### src/sv/lrs_pkg.sv
// Shared types, codes and saturation helpers for the linear regression trainer.
// No dependencies.
`timescale 1ns / 1ps
`default_nettype none
package lrs_pkg;

    localparam logic [1:0] MODE_FEAT   = 2'd0;
    localparam logic [1:0] MODE_TARGET = 2'd1;
    localparam logic [1:0] MODE_WEIGHT = 2'd2;
    localparam logic [1:0] MODE_RUN    = 2'd3;

    localparam logic [2:0] CFG_STEP      = 3'd0;
    localparam logic [2:0] CFG_SAMPLES   = 3'd1;
    localparam logic [2:0] CFG_FEATURES  = 3'd2;
    localparam logic [2:0] CFG_THRESHOLD = 3'd3;
    localparam logic [2:0] CFG_LIMIT     = 3'd4;

    localparam logic [31:0] RST_STEP      = 32'd36000;
    localparam logic [6:0]  RST_SAMPLES   = 7'd1;
    localparam logic [2:0]  RST_FEATURES  = 3'd1;
    localparam logic [63:0] RST_THRESHOLD = 64'd429;
    localparam logic [23:0] RST_LIMIT     = 24'd1000000;

    typedef enum logic [4:0] {
        OP_NONE,
        OP_TAKE,
        OP_READ,
        OP_ACC_TGT,
        OP_ACC_PROD,
        OP_ACC_BIAS_W,
        OP_ACC_BIAS_R,
        OP_ACC_CLR,
        OP_MUL_WX,
        OP_MUL_RX,
        OP_RES_WR,
        OP_RES_SQ,
        OP_SUM_CLR,
        OP_SUM_SQ,
        OP_STEP_MUL,
        OP_W_UPD,
        OP_DIV,
        OP_FINISH,
        OP_EMIT
    } t_op;

    typedef struct packed {
        t_op op;
    } t_cmd;

    typedef struct packed {
        logic mul_done;
        logic div_done;
        logic out_busy;
        logic sel;
    } t_stat;

    // signed 128-bit value saturated into signed 64 bits
    function automatic logic [63:0] sat64(input logic [127:0] x);
        logic [63:0] y;
        if (x[127:63] == {65{x[63]}}) begin
            y = x[63:0];
        end else if (x[127]) begin
            y = 64'h8000_0000_0000_0000;
        end else begin
            y = 64'h7fff_ffff_ffff_ffff;
        end
        return y;
    endfunction

    // a - b on signed 64-bit values, saturated
    function automatic logic [63:0] sat_sub(input logic [63:0] a, input logic [63:0] b);
        logic [64:0] d;
        logic [63:0] y;
        d = {a[63], a} - {b[63], b};
        if (d[64] == d[63]) begin
            y = d[63:0];
        end else if (d[64]) begin
            y = 64'h8000_0000_0000_0000;
        end else begin
            y = 64'h7fff_ffff_ffff_ffff;
        end
        return y;
    endfunction

endpackage
`default_nettype wire

### src/sv/lrs_ctrl.sv
// Controller: sequences loads and the residual, gradient, error and report passes.
// Depends on lrs_pkg.
`timescale 1ns / 1ps
`default_nettype none
module lrs_ctrl
    import lrs_pkg::*;
#(
    parameter int MAX_SAMPLES  = 64,
    parameter int MAX_FEATURES = 7
) (
    input  wire logic        i_clk,
    input  wire logic        i_rst_n,
    input  wire logic        i_valid,
    input  wire logic [1:0]  i_mode,
    output logic             o_stall,
    input  wire t_stat       i_stat,
    input  wire logic [((($clog2(MAX_SAMPLES + 1)) > 7) ? $clog2(MAX_SAMPLES + 1) : 7)-1:0] i_n,
    input  wire logic [$clog2(MAX_FEATURES + 1)-1:0] i_fc,
    output t_cmd             o_cmd,
    output logic [((($clog2(MAX_SAMPLES + 1)) > 7) ? $clog2(MAX_SAMPLES + 1) : 7)-1:0] o_s,
    output logic [$clog2(MAX_FEATURES + 1)-1:0] o_f
);
    localparam int CW = ($clog2(MAX_SAMPLES + 1) > 7) ? $clog2(MAX_SAMPLES + 1) : 7;
    localparam int FW = $clog2(MAX_FEATURES + 1);

    typedef enum logic [18:0] {
        ST_IDLE    = 19'h00001,
        ST_SCAN    = 19'h00002,
        ST_TGT     = 19'h00004,
        ST_FRD     = 19'h00008,
        ST_MSTART  = 19'h00010,
        ST_MWAIT   = 19'h00020,
        ST_RES     = 19'h00040,
        ST_EWAIT   = 19'h00080,
        ST_GF      = 19'h00100,
        ST_GSCAN   = 19'h00200,
        ST_GMSTART = 19'h00400,
        ST_GMWAIT  = 19'h00800,
        ST_GSAT    = 19'h01000,
        ST_GSWAIT  = 19'h02000,
        ST_DWAIT   = 19'h04000,
        ST_OUT     = 19'h08000,
        ST_SPARE0  = 19'h10000,
        ST_SPARE1  = 19'h20000,
        ST_SPARE2  = 19'h40000
    } t_state;

    t_state        r_state, n_state;
    logic [CW-1:0] r_s, n_s;
    logic [FW:0]   r_f, n_f;
    logic          r_eph, n_eph;
    logic [FW:0]   fc_x;

    assign fc_x = {1'b0, i_fc};

    always_ff @(posedge i_clk) begin
        if (!i_rst_n) begin
            r_state <= ST_IDLE;
            r_s     <= '0;
            r_f     <= '0;
            r_eph   <= 1'b0;
        end else begin
            r_state <= n_state;
            r_s     <= n_s;
            r_f     <= n_f;
            r_eph   <= n_eph;
        end
    end

    always_comb begin
        n_state  = r_state;
        n_s      = r_s;
        n_f      = r_f;
        n_eph    = r_eph;
        o_cmd.op = OP_NONE;
        unique case (r_state)
            ST_IDLE: begin
                if (i_valid) begin
                    o_cmd.op = OP_TAKE;
                    if (i_mode == MODE_RUN) begin
                        n_s     = '0;
                        n_eph   = 1'b0;
                        n_state = ST_SCAN;
                    end
                end
            end
            // sample walk shared by the residual and error passes
            ST_SCAN: begin
                if (r_s == i_n) begin
                    if (!r_eph) begin
                        n_f     = '0;
                        n_state = ST_GF;
                    end else begin
                        o_cmd.op = OP_DIV;
                        n_state  = ST_DWAIT;
                    end
                end else if (!r_eph && !i_stat.sel) begin
                    n_s = r_s + CW'(1);
                end else begin
                    o_cmd.op = OP_READ;
                    n_state  = ST_TGT;
                end
            end
            ST_TGT: begin
                o_cmd.op = OP_ACC_TGT;
                n_f      = '0;
                n_state  = ST_FRD;
            end
            ST_FRD: begin
                if (r_f == fc_x) begin
                    o_cmd.op = OP_ACC_BIAS_W;
                    n_state  = ST_RES;
                end else begin
                    o_cmd.op = OP_READ;
                    n_state  = ST_MSTART;
                end
            end
            ST_MSTART: begin
                o_cmd.op = OP_MUL_WX;
                n_state  = ST_MWAIT;
            end
            ST_MWAIT: begin
                if (i_stat.mul_done) begin
                    o_cmd.op = OP_ACC_PROD;
                    n_f      = r_f + (FW+1)'(1);
                    n_state  = ST_FRD;
                end
            end
            ST_RES: begin
                if (!r_eph) begin
                    o_cmd.op = OP_RES_WR;
                    n_s      = r_s + CW'(1);
                    n_state  = ST_SCAN;
                end else begin
                    o_cmd.op = OP_RES_SQ;
                    n_state  = ST_EWAIT;
                end
            end
            ST_EWAIT: begin
                if (i_stat.mul_done) begin
                    o_cmd.op = OP_SUM_SQ;
                    n_s      = r_s + CW'(1);
                    n_state  = ST_SCAN;
                end
            end
            // gradient and update, one weight at a time
            ST_GF: begin
                n_s = '0;
                if (r_f > fc_x) begin
                    o_cmd.op = OP_SUM_CLR;
                    n_eph    = 1'b1;
                    n_state  = ST_SCAN;
                end else begin
                    o_cmd.op = OP_ACC_CLR;
                    n_state  = ST_GSCAN;
                end
            end
            ST_GSCAN: begin
                if (r_s == i_n) begin
                    n_state = ST_GSAT;
                end else if (!i_stat.sel) begin
                    n_s = r_s + CW'(1);
                end else begin
                    o_cmd.op = OP_READ;
                    n_state  = ST_GMSTART;
                end
            end
            ST_GMSTART: begin
                if (r_f == fc_x) begin
                    o_cmd.op = OP_ACC_BIAS_R;
                    n_s      = r_s + CW'(1);
                    n_state  = ST_GSCAN;
                end else begin
                    o_cmd.op = OP_MUL_RX;
                    n_state  = ST_GMWAIT;
                end
            end
            ST_GMWAIT: begin
                if (i_stat.mul_done) begin
                    o_cmd.op = OP_ACC_PROD;
                    n_s      = r_s + CW'(1);
                    n_state  = ST_GSCAN;
                end
            end
            ST_GSAT: begin
                o_cmd.op = OP_STEP_MUL;
                n_state  = ST_GSWAIT;
            end
            ST_GSWAIT: begin
                if (i_stat.mul_done) begin
                    o_cmd.op = OP_W_UPD;
                    n_f      = r_f + (FW+1)'(1);
                    n_state  = ST_GF;
                end
            end
            ST_DWAIT: begin
                if (i_stat.div_done) begin
                    o_cmd.op = OP_FINISH;
                    n_f      = '0;
                    n_state  = ST_OUT;
                end
            end
            ST_OUT: begin
                if (!i_stat.out_busy) begin
                    o_cmd.op = OP_EMIT;
                    if (r_f == fc_x) begin
                        n_state = ST_IDLE;
                    end else begin
                        n_f = r_f + (FW+1)'(1);
                    end
                end
            end
            default: n_state = ST_IDLE;
        endcase
    end

    assign o_stall = (r_state != ST_IDLE);
    assign o_s     = r_s;
    assign o_f     = r_f[FW-1:0];
endmodule
`default_nettype wire

### config.mk
export PLATFORM = sky130hd
export DESIGN_NAME = lrs_ctrl
export DESIGN_NICKNAME = d
export VERILOG_FILES = /design/src/sv/lrs_pkg.sv /design/src/sv/lrs_ctrl.sv
export SDC_FILE = /design/constraint.sdc
export NUM_CORES = 1
export LEC_CHECK = 0
export BUFFER_PORTS_ARGS = -buffer_cell sky130_fd_sc_hd__buf_2
export CAP_MARGIN = 20
export CORE_MARGIN = 1.5
export CORE_UTILIZATION = 55
export CTS_CLUSTER_DIAMETER = 50
export CTS_CLUSTER_SIZE = 20
export DETAILED_ROUTE_END_ITERATION = 12
export PLACE_DENSITY = 0.77
export SETUP_SLACK_MARGIN = 0.15
export SLEW_MARGIN = 25
export SYNTH_ARGS = -nofsm -noshare
export SYNTH_HDL_FRONTEND = slang
export SYNTH_SLANG_ARGS = --single-unit
### constraint.sdc
create_clock -name i_clk -period 2.7 [get_ports i_clk]
set_clock_uncertainty 0.05 [all_clocks]
set_input_delay 0.54 -clock i_clk [delete_from_list [all_inputs] [get_ports i_clk]]
set_output_delay 0.54 -clock i_clk [all_outputs]
set_load 0.005 [all_outputs]
==> summary.txt, run 1 <==
Power and ir drop
  – Psw: 1110 µW
  – Sw Share: 0.445
  – Worst VDD drop: 0.000705 V
  – Reg power frac: 0.193
  – Clock power share: 0.100
  – Internal power: roughly 1400 µW
  – Leak: 0.00173 µW
  – Gate power share: 0.706
  – PwrDens: ~620 nW/µm²

Logic synthesis
  – Synth area leader: dfxtp_1
  – Asr flop ratio synth: 0
  – Cell count after synthesis: 323
  – Cells taking the most area after synthesis: dfxtp_1 21%, nor2_1 4.5%, nand4_1 3.6%
  – Post-synth EDFFs: 0
  – Synth warn: 0
  – Syn_area_per_cell: 8.08 µm²
  – #FFs+latches synth: 28
  – Post-Syn Area: 2610 µm²
  – Net Count, Synth: between 300 and 400
  – Post-synth cell types: 79
  – Post-synthesis sequential area ratio: 0.215
  – Main synth FF type: dfxtp_1
  – Most frequent cell after synthesis: nor2_1
  – Post-synth top cells: 31 x nor2_1, 28 x dfxtp_1, 18 x a21oi_1, 17 x nand2_1, 16 x nor3_1
  – Share of the synthesized area in the top cell type: 0.215

STA
  – Final Max Tran Viols: 0
  – Fmax: 324 MHz
  – Final Hold Viols: 0
  – Worst slew pin tran: 0.550 ns
  – Setup tns final: -2.96 ns
  – Tmin final: 3.08 ns
  – Final setup viols: 24
  – Slew HR: 0.632
  – Setup slack after layout: -0.383 ns
  – Final Cycle Share: 1.14
  – RSZ-0062 raised after global routing: true
  – Hold slack: 0.498 ns

Clocking
  – Number of CTS-inserted buffers: 3
  – H-tree depth: 1
  – CTS clk-pin slew, worst paths: 0.11 ns
  – CTS tree: yes
  – Worst-skew pair later-pin latency: 0.29 ns
  – Root Buffer: clkbuf_8
  – CTS Sinks: 28
  – Clock tree buffer depth: 2

Worst setup path
  – Worst-path fanout max: 8
  – Worst r2r src: r_state[4]
  – Worst R2R End: r_f[1]
  – Critical Path End Type: register
  – Startpoint types: register
  – R2R cell count: 12
  – Crit Path Class: register to register
  – Crit path arrival time: 3.20 ns
  – Flop2flop setup slack: -0.38 ns
  – Required @ worst endpoint: between 2 and 3 ns

Finish
  – Design Area, Final: 3990 µm²
  – Non-filler instance count after layout: 498
  – Area Overhead vs Synth: 52.6%
  – Final net count: around 470
  – Layout cell share with drive strength beyond 1: 0.536
  – Diodes inserted: 0

Status
  – Failing checks: setup timing
  – Outcome: finished, violations left

Die
  – Core box area: 4470 µm²
  – Die X: 71.9 µm
  – Initial Util: 0.584
  – IO Count: 35
  – Die height: around 72 µm
  – # rows: 24
  – Die area: 5170 µm²

Drt
  – Initial drt markers: around 550
  – Via-per-instance ratio: 7.63
  – Final wirelength: 13,100 µm
  – # DRC: 0
  – Total number of vias: 3,802
  – DR WL/cell: 26.3 µm
  – Antenna-violating nets left: 0
  – Pre-antenna DRT Iters: 7

Place
  – Placed cells: 460
  – Dpl cell area: 3220 µm²
  – RD Place Congestion: 1.04
  – I/O Buffers: 34
  – Final HPWL DP: 7420 µm

GRT
  – Largest net degree at the start of global routing: 17
  – Initial antenna violation count: 1
  – First-pass GRT wire length: around 18,000 µm
  – Grt total ovfl: 0
  – Vias in the first global route: approximately 3,500
  – Gr usage total: 0.459

Min path
  – Hold Path Depth: 2
  – Worst hold start: r_f[2]
  – Hold endpoint: r_f[2]
  – Hold crit path type: register to register

Run
  – Max-cap viol count: 0
## layout by cell type, fill, tap and decap left out, types with 6 or more instances in the layout
master / count
o21ai_0: 9
nand4_1: 15
nor2_1: 25
nor4b_1: 6
buf_6: 23
dfxtp_1: 11
nand2b_1: 6
nand3_1: 7
a21oi_1: 15
nand2_1: 15
buf_4: 83
inv_1: 9
nand4b_1: 6
buf_2: 33
dfxtp_2: 13
xor2_1: 9
nor3_1: 13
## kinds of logic after synthesis
group,after synthesis,share of synthesized area
simple gates,171,0.412
compound gates,74,0.226
buf+inv,32,0.0791
flops,28,0.215
xor+xnor,12,0.0403
fa+ha+maj,5,0.0240
mux,1,0.00383
## how the worst max path moves through the flow
| stage | start | to | depth (start not counted) |
|---|---|---|---|
| 2_1_floorplan | i_fc[2] | o_cmd[1] | 6 |
| 3_3_place_gp | i_fc[1] | o_cmd[1] | 8 |
| 3_5_place_dp | i_fc[1] | o_cmd[1] | 9 |
| 4_1_cts | r_state[3] | o_cmd[1] | 9 |
| 5_1_grt | r_state[4] | r_f[1] | 12 |
| 6_report | r_state[4] | r_f[1] | 12 |
## routing by layer
layer  wire (µm)  part of all wire  global-route usage  vias up
li1            -                 -                   -     1490
met1        4360              0.33               0.542     1742
met2        5790              0.44               0.755      426
met3        1790              0.14               0.126      144
met4        1140             0.087               0.252        0
met5           0                 0                   0        -
## worst max-delay path, stage by stage (launching register included)
cell       delay, ns
dfxtp_2         0.35
buf_6           0.12
buf_4           0.16
nor4_1          0.36
nand4_1         0.23
buf_4           0.22
buf_6           0.10
buf_6           0.10
buf_6           0.10
o22a_4          0.20
a2111oi_4       0.48
nand3_1         0.15
a21oi_2         0.33
## power groups by stage
stage / Sequential [µW] / Clock [µW] / Combinational, µW
6_report: 481 / 249 / 1760
5_1_grt: 482 / 259 / 1810
4_1_cts: 476 / 239 / 1440
3_5_place_dp: 482 / 0 / 1150
3_3_place_gp: 480 / 0 / 1140
2_1_floorplan: 456 / 0 / 694
## area by class of cell
class                           instances  area, µm²
Multi-Input combinational cell        265       2200
Timing Repair Buffer                  139       1050
Sequential cell                        28        592
Fill cell                             217        489
Tap cell                               52       65.1
Clock buffer                            3       41.3
Inverter                               11       41.3
## state kept, by name, summed over array words and instances (netlist names)
| signal | flops |
|---|---|
| r_state | 16 |
| o_s | 7 |
| r_f | 4 |
| r_eph | 1 |
## stage by stage
stage          power, µW  utilization  setup slack (ns)
6_report            2490        0.891            -0.383
5_1_grt             2550        0.891            -0.475
4_1_cts             2160        0.833            -0.161
3_5_place_dp        1630        0.720            -0.161
3_3_place_gp        1620        0.720            -0.116
2_1_floorplan       1150            -             0.185
## repair_timing
item,in CTS,in global routing
pin swaps,29,18
hold buffers,0,0
setup endpoints to repair,26,30
resized for setup,69,43
buffers inserted,24,9
gates cloned,1,1
No activity file was read; power rests on OpenSTA's default activity.
==> inputs of run 2 (changes only) <==
==> constraint.sdc (replaced) <==
create_clock -name i_clk -period 3.4 [get_ports i_clk]
set_clock_uncertainty 0.05 [all_clocks]
set_input_delay 0.68 -clock i_clk [delete_from_list [all_inputs] [get_ports i_clk]]
set_output_delay 0.68 -clock i_clk [all_outputs]
set_load 0.005 [all_outputs]
==> summary.txt, run 2 (synthesis results as in run 1) <==
Status
  – Outcome: finished clean

Finish
  – Diodes inserted: 0
  – Final Core Density: 0.642
  – Final-layout fill cell count: 417
  – Largest register FFs: 16
  – Area Overhead vs Synth: 10.0%
  – Most frequent cells in the layout: 34 x buf_2, 30 x nor2_1, 28 x dfxtp_1
  – Commonest non-fill, non-tap cell in the layout: buf_2
  – Largest reg by FF count: r_state
  – Layout cell share with drive strength beyond 1: 0.260
  – Final net count: 380

GRT
  – Largest net degree at the start of global routing: 16
  – Gr usage total: 0.333
  – Vias in the first global route: ~2,500
  – First-pass GRT wire length: ~13,000 µm
  – Grt total ovfl: 0
  – Initial antenna violation count: 0

Clocking
  – H-tree depth: 1
  – CTS Sinks: 28
  – Number of CTS-inserted buffers: 3
  – CTS clk-pin slew, worst paths: ~0.10 ns
  – CTS Hold Bufs: 0
  – CTS tree: yes
  – Root Buffer: clkbuf_8
  – Worst-skew pair later-pin latency: 0.28 ns
  – Clock tree buffer depth: 2

STA
  – Final Hold Viols: 0
  – Fmax: 315 MHz
  – Slew HR: 0.578
  – Final Max Tran Viols: 0
  – Final Cycle Share: 0.934
  – Final setup viols: 0
  – Setup tns final: 0 ns
  – Worst slew pin tran: around 0.62 ns
  – Tmin final: between 3 and 4 ns
  – RSZ-0062 raised after global routing: true

Worst setup path
  – Worst R2R End: r_state[11]
  – Most used cell, CP: buf_4
  – R2R cell count: 8
  – Worst-path fanout max: 11
  – Flop2flop setup slack: ~0.6 ns
  – Worst path cell trace: nor4_2 -> buf_4 -> nand4_1 -> nor3b_1 -> buf_4 -> a221o_1 -> or4_1 -> buf_2
  – Required @ worst endpoint: 2.67 ns
  – CP max-delay cell: dfxtp_1
  – Crit Path Class: register to output port
  – Critical Path End: o_cmd[1]
  – Critical Path End Type: output port
  – CP max stage delay: 0.57 ns
  – Crit path from: r_state[4]
  – Startpoint types: register
  – Crit path arrival time: 2.45 ns
  – Worst r2r src: r_state[9]

Power and ir drop
  – Leak: 0.00116 µW
  – Worst VDD drop: 0.000351 V
  – PwrDens: 465 nW/µm²

Drt
  – Final wirelength: 8390 µm
  – Via-per-instance ratio: 6.99
  – Pre-antenna DRT Iters: 6
  – DR WL/cell: 20.7 µm
  – # DRC: 0
  – Initial drt markers: roughly 360
  – Antenna-violating nets left: 0
  – Total number of vias: 2,836

Die
  – Die height: 71.9 µm
  – Die area: 5170 µm²
  – IO Count: 35
  – Initial Util: 0.584
  – # rows: 24
  – Core box area: 4470 µm²
  – Die X: 71.9 µm

Place
  – Final HPWL DP: 6340 µm
  – RD Place Congestion: 1.02
  – I/O Buffers: 34

Min path
  – Hold crit path type: register to register

Run
  – Max-cap viol count: 0
-- run 2: power by group --
part           switching, µW  leakage [µW]  internal (µW)
registers               43.0      0.000226            346
logic                    458      0.000912            301
clock network            107     0.0000216           79.8
total                    608       0.00116            727
-- run 2: worst min path at each step --
stage,startpoint,to,depth (start not counted)
4_1_cts,r_f[3],r_f[3],2
6_report,r_f[3],r_f[3],2
5_1_grt,r_f[3],r_f[3],2
3_5_place_dp,r_f[3],r_f[3],2
2_1_floorplan,r_f[3],r_f[3],2
3_3_place_gp,r_f[3],r_f[3],2
-- run 2: critical path: cells and delay by family (launching register included) --
kind,cells,cell delay (ns)
AO/OA/AOI/OAI,1,0.34
buffers and inverters,3,0.53
flip-flops,1,0.57
AND/OR/NAND/NOR,4,0.74
-- run 2: per-layer routing --
metal	GRT usage	part of all wire	routed length [µm]	vias up
met1	0.492	0.42	3540	1340
met5	0	0	0	-
li1	-	-	-	1305
met2	0.494	0.45	3740	173
met4	0.0922	0.023	191	0
met3	0.0639	0.11	905	18
-- run 2: what timing repair did --
action / 4_1_cts / 5_1_grt
setup buffers: 0 / 4
endpoints found under the hold margin: 0 / 0
endpoints found under the setup margin: 2 / 3
pin swaps: 0 / 1
gates resized for setup: 2 / 5
-- run 2: through the flow --
stage                     cell area [µm²]  power, µW  setup WS, ns  hold slack [ns]  cells
after floorplan                      2610        913         0.605            0.434    323
after global placement               2760       1100         0.215            0.462    399
final                                2870       1340         0.225            0.490    406
after detailed placement             2760       1100         0.148            0.467    399
after CTS                            2820       1290         0.201            0.483    402
after global routing                 2870       1410        0.0952            0.505    406
-- run 2: layout make-up --
cell class                      count  area, µm²  share of cell area
Multi-Input combinational cell    263       1880               0.655
Timing Repair Buffer               49        283              0.0984
Clock buffer                        3       41.3              0.0144
Tap cell                           52       65.1              0.0226
Inverter                           11       41.3              0.0144
Sequential cell                    28        561               0.195
